File: src/sv/top_k_score_selector_assert.svh
// Assertion helpers shared by the selector RTL.
// Both sample on clk and are disabled while rst is high.
`ifndef TOP_K_SCORE_SELECTOR_ASSERT_SVH
`define TOP_K_SCORE_SELECTOR_ASSERT_SVH

// same-cycle implication
`define TKS_ASSERT_NOW(lbl, ante, cons) \
  lbl: assert property (@(posedge clk) disable iff (rst) (ante) |-> (cons)) \
    else $error("top_k_score_selector: assertion failed");

// next-cycle implication
`define TKS_ASSERT_NEXT(lbl, ante, cons) \
  lbl: assert property (@(posedge clk) disable iff (rst) (ante) |=> (cons)) \
    else $error("top_k_score_selector: assertion failed");

`endif

File: src/sv/tks_pkg.sv
`default_nettype none

package tks_pkg;

  localparam int SCORE_W = 8;
  localparam int IDX_W   = 10;
  localparam int LEN_W   = 3;
  localparam int RANK_W  = 3;

  // control from the input stage to the list
  typedef struct packed {
    logic step;  // an item is processed this cycle
    logic last;  // that item closes the vector
  } list_ctrl_t;

endpackage

`default_nettype wire

File: src/sv/top_k_score_selector.sv
// Streaming top-k score selector.
// Input channel (in_valid/in_stall): one score per beat with true_class and
// vector_end; a beat is taken when in_valid is high and in_stall is low.
// Output channel (out_valid/out_stall): one ranked entry per beat, best first,
// final_entry on the last; only as many entries as scores arrived, at most
// the list length. Config channel (cfg_valid/cfg_ready, cfg_data) writes the
// list length; cfg_ready is always high. Write it only while idle.
// A score is first held in the input register, then inserted into the list;
// on the last score the list moves to the emit buffer, and its first entry is
// valid once that load is done.
// Throughput: one score per cycle unless in_stall is high; the buffer drains
// one entry a cycle unless out_stall is high, so a vector end that arrives
// while it still drains waits for its final beat, which holds in_stall high.
// Reset: list empty, position zero, list length 5, no output pending.
// A stalled output holds its entry; scores of the next vector keep flowing
// until that vector's end needs the buffer.
`default_nettype none
`include "top_k_score_selector_assert.svh"

module top_k_score_selector #(
  parameter int TOP_K      = 5,
  parameter int MAX_SCORES = 1024
) (
  input  logic                        clk,
  input  logic                        rst,
  input  logic                        in_valid,
  output logic                        in_stall,
  input  logic [tks_pkg::SCORE_W-1:0] score,
  input  logic [tks_pkg::IDX_W-1:0]   true_class,
  input  logic                        vector_end,
  input  logic                        cfg_valid,
  output logic                        cfg_ready,
  input  logic [tks_pkg::LEN_W-1:0]   cfg_data,
  output logic                        out_valid,
  input  logic                        out_stall,
  output logic [tks_pkg::IDX_W-1:0]   class_index,
  output logic [tks_pkg::SCORE_W-1:0] confidence,
  output logic [tks_pkg::RANK_W-1:0]  rank,
  output logic                        final_entry,
  output logic                        top1_hit,
  output logic                        list_hit
);
  import tks_pkg::*;

  localparam int CNT_W = $clog2(TOP_K + 1);
  localparam int K_W   = (TOP_K > 1) ? $clog2(TOP_K) : 1;

  logic [LEN_W-1:0] list_length;
  logic [CNT_W-1:0] len;

  // input register
  logic               in_r_valid;
  logic [SCORE_W-1:0] score_r;
  logic [IDX_W-1:0]   tc_r;
  logic               last_r;

  list_ctrl_t         ctrl;
  logic [SCORE_W-1:0] scores_next [TOP_K];
  logic [IDX_W-1:0]   idx_next [TOP_K];
  logic [CNT_W-1:0]   fill_next;

  // emit buffer
  logic               busy;
  logic [SCORE_W-1:0] buf_scores [TOP_K];
  logic [IDX_W-1:0]   buf_idx [TOP_K];
  logic [CNT_W-1:0]   buf_n;
  logic [K_W-1:0]     buf_k;
  logic               buf_top1;
  logic               buf_hit;

  logic             take;
  logic             last_taken;
  logic             proc;
  logic             load;
  logic [TOP_K-1:0] match;

  assign cfg_ready = 1'b1;

  always_ff @(posedge clk) begin
    if (rst) begin
      list_length <= LEN_W'(5);
    end else if (cfg_valid && cfg_ready) begin
      list_length <= cfg_data;
    end
  end

  always_comb begin
    if (list_length == '0) begin
      len = CNT_W'(1);
    end else if (int'(list_length) > TOP_K) begin
      len = CNT_W'(TOP_K);
    end else begin
      len = CNT_W'(list_length);
    end
  end

  assign out_valid   = busy;
  assign class_index = buf_idx[buf_k];
  assign confidence  = buf_scores[buf_k];
  assign rank        = RANK_W'(buf_k);
  assign final_entry = (CNT_W'(buf_k) == buf_n - CNT_W'(1));
  assign top1_hit    = buf_top1;
  assign list_hit    = buf_hit;

  assign take       = out_valid && !out_stall;
  assign last_taken = take && final_entry;

  // a vector end needs the emit buffer free, or freeing on this edge
  assign proc     = in_r_valid && (!last_r || !busy || last_taken);
  assign load     = proc && last_r && (fill_next != '0);
  assign in_stall = in_r_valid && !proc;

  assign ctrl.step = proc;
  assign ctrl.last = last_r;

  always_ff @(posedge clk) begin
    if (rst) begin
      in_r_valid <= 1'b0;
    end else if (!in_stall) begin
      in_r_valid <= in_valid;
    end
  end

  always_ff @(posedge clk) begin
    if (!in_stall) begin
      score_r <= score;
      tc_r    <= true_class;
      last_r  <= vector_end;
    end
  end

  tks_list #(
    .TOP_K      (TOP_K),
    .MAX_SCORES (MAX_SCORES)
  ) u_list (
    .clk         (clk),
    .rst         (rst),
    .ctrl        (ctrl),
    .score       (score_r),
    .len         (len),
    .scores_next (scores_next),
    .idx_next    (idx_next),
    .fill_next   (fill_next)
  );

  always_comb begin
    for (int j = 0; j < TOP_K; j++) begin
      match[j] = (CNT_W'(j) < fill_next) && (idx_next[j] == tc_r);
    end
  end

  always_ff @(posedge clk) begin
    if (rst) begin
      busy  <= 1'b0;
      buf_k <= '0;
    end else if (load) begin
      busy  <= 1'b1;
      buf_k <= '0;
    end else if (take) begin
      if (final_entry) begin
        busy <= 1'b0;
      end else begin
        buf_k <= buf_k + K_W'(1);
      end
    end
  end

  always_ff @(posedge clk) begin
    if (load) begin
      buf_scores <= scores_next;
      buf_idx    <= idx_next;
      buf_n      <= fill_next;
      buf_top1   <= match[0];
      buf_hit    <= |match;
    end
  end

  `TKS_ASSERT_NOW(a_drain_in_range, out_valid, (CNT_W'(buf_k) < buf_n))
  `TKS_ASSERT_NOW(a_no_overwrite, load, (!busy || last_taken))
  `TKS_ASSERT_NEXT(a_drain_ends, (last_taken && !load), !out_valid)
  `TKS_ASSERT_NEXT(a_load_starts_at_top, load, (out_valid && buf_k == '0))

endmodule

`default_nettype wire

File: src/sv/tks_list.sv
`default_nettype none

module tks_list #(
  parameter int TOP_K      = 5,
  parameter int MAX_SCORES = 1024,
  localparam int CNT_W     = $clog2(TOP_K + 1)
) (
  input  logic                        clk,
  input  logic                        rst,
  input  tks_pkg::list_ctrl_t         ctrl,
  input  logic [tks_pkg::SCORE_W-1:0] score,
  input  logic [CNT_W-1:0]            len,
  output logic [tks_pkg::SCORE_W-1:0] scores_next [TOP_K],
  output logic [tks_pkg::IDX_W-1:0]   idx_next [TOP_K],
  output logic [CNT_W-1:0]            fill_next
);
  import tks_pkg::*;

  localparam int POS_W = $clog2(MAX_SCORES + 1);

  logic [SCORE_W-1:0] scores [TOP_K];
  logic [IDX_W-1:0]   idx [TOP_K];
  logic [CNT_W-1:0]   fill;
  logic [POS_W-1:0]   pos;

  logic [CNT_W-1:0] fill_eff;
  logic             pos_ok;
  logic [IDX_W-1:0] new_idx;
  logic [TOP_K-1:0] gt;
  logic [TOP_K-1:0] ins;
  logic             run;

  // a shortened length drops the tail of the list
  assign fill_eff = (fill > len) ? len : fill;
  assign pos_ok   = pos < POS_W'(MAX_SCORES);
  assign new_idx  = IDX_W'(pos);

  // ins marks entries at or after the insertion slot, within the length, while pos is below MAX_SCORES
  always_comb begin
    run = 1'b0;
    for (int j = 0; j < TOP_K; j++) begin
      gt[j]  = (CNT_W'(j) < fill_eff) && (score > scores[j]);
      run    = run | gt[j] | (CNT_W'(j) == fill_eff);
      ins[j] = run && pos_ok && (CNT_W'(j) < len);
    end
  end

  for (genvar j = 0; j < TOP_K; j++) begin : g_entry
    if (j == 0) begin : g_head
      always_comb begin
        if (ins[0]) begin
          scores_next[0] = score;
          idx_next[0]    = new_idx;
        end else begin
          scores_next[0] = scores[0];
          idx_next[0]    = idx[0];
        end
      end
    end else begin : g_body
      always_comb begin
        if (ins[j] && ins[j-1]) begin
          scores_next[j] = scores[j-1];
          idx_next[j]    = idx[j-1];
        end else if (ins[j]) begin
          scores_next[j] = score;
          idx_next[j]    = new_idx;
        end else begin
          scores_next[j] = scores[j];
          idx_next[j]    = idx[j];
        end
      end
    end
  end

  assign fill_next = fill_eff + CNT_W'((|ins) && (fill_eff < len));

  always_ff @(posedge clk) begin
    if (rst) begin
      fill <= '0;
      pos  <= '0;
    end else if (ctrl.step) begin
      if (ctrl.last) begin
        fill <= '0;
        pos  <= '0;
      end else begin
        fill <= fill_next;
        pos  <= pos + POS_W'(pos_ok);
      end
    end
  end

  always_ff @(posedge clk) begin
    if (ctrl.step) begin
      scores <= scores_next;
      idx    <= idx_next;
    end
  end

endmodule

`default_nettype wire
File: config.mk
export PLATFORM = sky130hd
export DESIGN_NAME = top_k_score_selector
export DESIGN_NICKNAME = d
export VERILOG_FILES = /design/src/sv/tks_pkg.sv /design/src/sv/top_k_score_selector.sv /design/src/sv/tks_list.sv
export VERILOG_INCLUDE_DIRS = /design/src /design/src/sv
export SDC_FILE = /design/constraint.sdc
export NUM_CORES = 1
export LEC_CHECK = 0
export BUFFER_PORTS_ARGS = -buffer_cell sky130_fd_sc_hd__clkbuf_2
export CORE_UTILIZATION = 35
export CTS_CLUSTER_SIZE = 25
export DETAILED_ROUTE_END_ITERATION = 8
export GPL_TIMING_DRIVEN = 0
export PLACE_DENSITY = 0.52
export SYNTH_ARGS = -nofsm -noshare
export SYNTH_HDL_FRONTEND = slang
export SYNTH_SLANG_ARGS = --single-unit
export TNS_END_PERCENT = 20
File: constraint.sdc
create_clock -name clk -period 15.3 [get_ports clk]
set_input_delay 0.765 -clock clk [delete_from_list [all_inputs] [get_ports clk]]
set_output_delay 0.765 -clock clk [all_outputs]
set_load 0.02 [all_outputs]
==> results of run 1 <==
critical path: cells and delay by family (launching register included):
family	cells	cell delay, ps
fa+ha+maj	3	640
compound gates	4	1180
buf+inv	4	1440
simple gates	6	1550
xor+xnor	1	720
mux	1	550
flops	1	320
per-layer routing:
| metal | vias to the layer above | global-route usage, % | share of wire, % |
|---|---|---|---|
| li1 | 4183 | - | - |
| met1 | 4380 | 29.88 | 49 |
| met2 | 284 | 30.10 | 44 |
| met3 | 35 | 2.298 | 5.4 |
| met4 | 0 | 4.591 | 1.7 |
| met5 | - | 0 | 0 |
cell usage in the layout (no fill, tap or decap), types with 25 or more instances in the layout:
cell type,count
ha_1,51
o21ai_0,35
a21oi_1,103
edfxtp_1,204
clkbuf_1,43
inv_1,65
xnor2_1,44
nand2_1,42
mux2i_1,76
clkbuf_2,52
clkbuf_16,25
nor2_1,109
xor2_1,30
state kept, by name, summed over array words and instances (netlist names):
name	count
u_list.fill	3
u_list.pos	11
buf_idx	50
last_r	1
buf_n	3
tc_r	10
score_r	8
out_valid	1
list_hit	1
list_length	3
in_r_valid	1
rank	3
buf_scores	40
u_list.scores	40
top1_hit	1
u_list.idx	50
cells by family (layout without fill, tap and decap cells):
family                   count (synthesis)  after routing
AO/OA/AOI/OAI                          267            267
AND/OR/NAND/NOR                        243            243
flip-flops                             226            226
other                                    1              1
XOR/XNOR                                74             74
adder cells (fa/ha/maj)                 51             51
buffers and inverters                  132            230
multiplexers                            89             89
worst paths after layout:
kind                                                   from                           to  slack, ps  depth (start not counted)
worst max-delay path            list_length[1]$_SDFFE_PP0P_     buf_scores[17]$_DFFE_PP_       8450                         19
worst min-delay path                          true_class[7]            tc_r[7]$_DFFE_PN_        400                          1
worst max register to register  list_length[1]$_SDFFE_PP0P_     buf_scores[17]$_DFFE_PP_       8450                         19
worst min register to register  u_list.fill[2]$_SDFFE_PP0P_  u_list.fill[2]$_SDFFE_PP0P_        600                          2
final cells by class:
class                   count  area share (%)
plain buffers              64           2.109
clock buffers              36           4.998
clock inverters             9          0.6999
inverters                  68           1.849
multi-input cells         725           36.94
flip-flops and latches    226           47.09
well taps                 455           4.083
repair buffers             53           2.225
stage by stage:
| stage | instances | util, % | worst slack (ps) |
|---|---|---|---|
| after global routing | 1636 | 40.37 | 8086 |
| after CTS | 1636 | 40.37 | 8475 |
| after detailed placement | 1591 | 38.07 | 8517 |
| after global placement | 1589 | 37.88 | 5544 |
| final | 1636 | 40.37 | 8454 |
| after floorplan | 1083 | - | 8760 |
report_power, final:
part / total (mW) / internal [mW] / switching (mW) / leakage (nW)
clock network: 0.594 / 0.349 / 0.246 / 0.385
logic: 0.253 / 0.0901 / 0.163 / 2.70
registers: 0.751 / 0.727 / 0.0238 / 2.10
total: 1.60 / 1.17 / 0.432 / 5.18
==> out/results.txt, run 1 <==
Post-Synth Adder-Cell Area: 5.204%
Design Area, Final: 13,940 um2
initial antenna violation count: 0
drt wl/cell: 21.73 um
Post-synth EDFFs: 204
Synth Area in XOR/XNOR: 5.286%
total power: 1.598 mW
row count: 68
post-synth top area share: 49.96%
Max Slew Vio Count: 0
Initial Utilization: 35.50%
Synth Warn #: 0
Setup violations, final: 0
final hold viol count: 0
PostCTS Resize Cnt: 0
slowest stage cell, crit path: xnor2_1
worst hold margin: 401.8 ps
Synth area leader: edfxtp_1
clk buf depth: 3
skew final: 9.926 ps
post-synthesis mux area share: 7.612%
main combinational cell family by area after synthesis: compound AO/OA/AOI/OAI gates
PortBufs: 51
Worst VDD drop: 0.07645 mV
HPWL Detailed: 26,410 um
Tot GR Track Use: 19.79%
clock buffer count from CTS: 25
MaxCap Viol Count: 0
outcome: finished, final reports clean
register area share after synthesis: 53.55%
first-pass GRT wire length: 53,740 um
Crit. End Element: flop
vias in the first global route: 8,589
Hold Buf Count CTS: 0
# IOs: 54
multi-input logic area: 5151 um2
Slew headroom: 34.72%
drt first pass iters: 5
die height: 189.2 um
critical path class: reg -> reg
Compound-Gate Fraction of Synth Area: 14.44%
layout cells sized above 1: 11.60%
final-layout fill cell count: 3,360
RSZ-0062 raised after global routing: false
CTS tree: done
Detail Route Antenna Nets: 0
Startpoint Class: flop
RD Place Congestion: 0.9119
Critical Path AT: 7040 ps
Tmin final: 6846 ps
ys async rst share: 0%
Cells after Synth: 1,083
largest net degree at the start of global routing: 59
period utilization: 44.75%
Worst EP required: 15,500 ps
Post-CTS Setup Inserts: 0
vias: 8,882
simple-gate share of the synthesized area: 9.398%
Clk pin slew, worst setup/hold paths: 60 ps
Die Area: 35,790 um2
Seq. cell area: 6566 um2
Most used DFF post-synth: edfxtp_1
CP dominant cell by count: ha_1
area post-placement: 13,150 um2
nets@finish: 1,241
Sink Count: 226
Die W: 189.2 um
number of remaining DRC errors: 0
Tightest Pin Transition: 979.2 ps
top-count cell post-synth: edfxtp_1
core area: 34,540 um2
Final TNS setup: 0 ps
CP Max Fanout: 58
Vias per Instance: 5.429
CP peak stage delay: 720 ps
Initial DRC Count: 817
Post-synth top cells: 204 x edfxtp_1, 109 x nor2_1, 103 x a21oi_1
Syn Area/Cell: 11.32 um2
H-tree depth: 1
cells taking the most area after synthesis: edfxtp_1 50%, mux2i_1 6.2%, ha_1 5.2%, a21oi_1 4.2%, dfxtp_1 3.6%
Antenna Diode Count: 0
syn_nets: 1,161
CTS root buf: clkbuf_16
grt total ovfl: 0
Max Clock Freq: 146.1 MHz
synth unique cells: 77
worst skew pair latency: 540 ps
drt total wl: 35,550 um
Critical Path, Cell by Cell: buf_2 -> nand2_1 -> a21o_1 -> ha_1 -> nand2b_1 -> a21oi_2 -> nand2_2 -> mux2i_1 -> nand2_1 -> o21ai_2 -> buf_2 -> buf_1 -> a31oi_1 -> ha_1 -> ha_1 -> xnor2_1 -> or3_1 -> and3_4 -> buf_16
Pleak: 5.183 nW
Yosys reg bits: 226
Hold/Removal Path Class: in -> reg
pwr dens: 114.6 nW/um2
synthesized area: 12,260 um2
synth-to-layout area growth: 13.71%
No activity file was read; power rests on OpenSTA's default activity.
==> run 2: changes to the inputs <==
--- a/config.mk
+++ b/config.mk
@@ -11,7 +11,7 @@
 export CTS_CLUSTER_SIZE = 25
 export DETAILED_ROUTE_END_ITERATION = 8
 export GPL_TIMING_DRIVEN = 0
-export PLACE_DENSITY = 0.52
+export PLACE_DENSITY = 0.54
 export SYNTH_ARGS = -nofsm -noshare
 export SYNTH_HDL_FRONTEND = slang
 export SYNTH_SLANG_ARGS = --single-unit
==> constraint.sdc (replaced) <==
create_clock -name clk -period 6 [get_ports clk]
set_input_delay 0.3 -clock clk [delete_from_list [all_inputs] [get_ports clk]]
set_output_delay 0.3 -clock clk [all_outputs]
set_load 0.02 [all_outputs]
==> run 2 against run 1 <==
Net effect: final cell count is 1.5% higher; sequential share of layout area is 1.2 points lower; clock skew is 7.9 ps higher.
==> out/results.txt, run 2 (synthesized netlist as in run 1, its figures left out) <==
Worst VDD drop: 0.2375 mV
CTS tree: done
Max Slew Vio Count: 0
Vias per Instance: 5.405
Clk pin slew, worst setup/hold paths: 60 ps
MaxCap Viol Count: 0
Antenna Diode Count: 0
# IOs: 54
Die Area: 35,790 um2
Tightest Pin Transition: 1044 ps
Hold/Removal Path Class: in -> reg
Crit. End Element: flop
R2R depth: 22
Worst EP required: 6280 ps
final core utilization: 41.41%
total power: 4.210 mW
RSZ-0062 raised after global routing: false
Initial Utilization: 35.50%
skew final: 17.80 ps
final hold viol count: 0
Top Registers: buf_idx (50), u_list.idx (50)
synth-to-layout area growth: 16.65%
vias in the first global route: 8,775
row count: 68
H-tree depth: 1
Max Clock Freq: 176.5 MHz
final-layout fill cell count: 3,340
worst hold stages: 2
Tmin final: 5667 ps
Sink Count: 226
Clk network pwr share: 38.9%
Final WS setup: 333.3 ps
die height: 189.2 um
commonest non-fill, non-tap cells in the layout: 204 x edfxtp_1, 109 x nor2_1, 103 x a21oi_1
Crit path depth: 22
Detail Route Antenna Nets: 0
outcome: finished, final reports clean
PortBufs: 51
CP Max Fanout: 10
number of remaining DRC errors: 0
Die W: 189.2 um
worst hold margin: 55.59 ps
CTS root buf: clkbuf_16
critical path class: reg -> reg
Pleak: 5.336 nW
drt total wl: 35,440 um
layout cells sized above 1: 12.60%
period utilization: 94.44%
slowest stage cell, crit path: or3_4
drt first pass iters: 5
largest net degree at the start of global routing: 59
grt total ovfl: 0
nets@finish: 1,264
part of the power in registers: 45.5%
RD Place Congestion: 0.9186
Setup Slack @ Placement: -697.0 ps
Slew headroom: 30.38%
worst skew pair latency: 540 ps
Startpoint Class: flop
initial antenna violation count: 0
first-pass GRT wire length: 53,710 um
drt wl/cell: 21.34 um
Top delay family on crit path: compound AO/OA/AOI/OAI gates
Initial DRC Count: 836
HPWL Detailed: 25,990 um
commonest non-fill, non-tap cell in the layout: edfxtp_1
Tot GR Track Use: 19.63%
Comb pwr share: 15.6%
CP peak stage delay: 420 ps
clock buffer count from CTS: 26
vias: 8,978
switching part of the total power: 27.00%
core area: 34,540 um2
Critical Path, Cell by Cell: buf_2 -> inv_2 -> nand2_1 -> a21o_1 -> ha_1 -> nand3_1 -> a211oi_1 -> o21ba_2 -> a21o_1 -> a311oi_4 -> clkbuf_4 -> clkbuf_4 -> clkbuf_4 -> nor3_1 -> a31oi_2 -> ha_1 -> ha_1 -> xnor2_2 -> or3_4 -> and4_1 -> and3_1 -> a221o_1
pwr dens: 294.3 nW/um2
P_int: 3.073 mW
NetSw: 1.137 mW
Setup violations, final: 0
Crit path buffers/inverters: 5
clk buf depth: 3
Critical Path AT: 5950 ps
## run 2: metal layers
| layer | wire, um | global-route usage, % | share of wire, % | up-vias |
|---|---|---|---|---|
| li1 | - | - | - | 4246 |
| met1 | 17150 | 28.91 | 48 | 4400 |
| met2 | 15340 | 29.72 | 43 | 282 |
| met3 | 2156 | 2.966 | 6.1 | 50 |
| met4 | 792 | 5.583 | 2.2 | 0 |
| met5 | 0 | 0 | 0 | - |
## run 2: timing repair
action                     in CTS  in global routing
setup buffers                   0                  0
resized for setup               3                  6
hold buffers                   23                  0
pin swaps                       1                  1
gates cloned                    1                  1
setup endpoints to repair     101                 59
hold endpoints to repair       23                  0
## run 2: cell type report
type | instances | area (um2) | share of cell area [%]
buffer | 61 | 292.8 | 2.047
clock buffer | 32 | 714.4 | 4.995
clock inverter | 16 | 173.9 | 1.216
inverter | 68 | 257.7 | 1.802
multi-input combinational | 727 | 5189 | 36.28
sequential | 226 | 6566 | 45.91
tap | 455 | 569.3 | 3.980
timing repair buffer | 76 | 540.5 | 3.779
## run 2: worst register-to-register path, cell delays in order, from the launching register on
cell and delay, ps:
dfxtp_1 300, buf_2 190, inv_2 140, nand2_1 130
a21o_1 220, ha_1 280, nand3_1 90, a211oi_1 220
o21ba_2 220, a21o_1 210, a311oi_4 410, clkbuf_4 320
clkbuf_4 270, clkbuf_4 270, nor3_1 90, a31oi_2 310
ha_1 200, ha_1 180, xnor2_2 170, or3_4 420
and4_1 210, and3_1 260, a221o_1 310
## run 2: power groups by stage
stage / sequential, mW / combinational, mW / clock [mW]
final: 1.91 / 0.657 / 1.64
after global routing: 1.92 / 0.720 / 1.73
after CTS: 1.91 / 0.651 / 1.68
after detailed placement: 1.95 / 0.636 / 0
after global placement: 1.95 / 0.625 / 0
after floorplan: 1.93 / 0.444 / 0
## run 2: per-stage QoR
| step | cells | area [um2] | setup TNS [ps] |
|---|---|---|---|
| global route | 1661 | 14300 | 0 |
| global placement | 1589 | 13090 | -181540 |
| finish | 1661 | 14300 | 0 |
| floorplan | 1083 | 12260 | 0 |
| CTS | 1660 | 14270 | 0 |
| detailed placement | 1591 | 13150 | -53670 |
## run 2: final timing paths
check	startpoint	endpoint	slack [ps]
worst min-delay path	cfg_valid	list_length[2]$_SDFFE_PP1P_	60
worst max register to register	list_length[2]$_SDFFE_PP1P_	list_hit$_DFFE_PP_	330
worst min register to register	u_list.fill[2]$_SDFFE_PP0P_	u_list.fill[2]$_SDFFE_PP0P_	600
worst max-delay path	list_length[2]$_SDFFE_PP1P_	list_hit$_DFFE_PP_	330
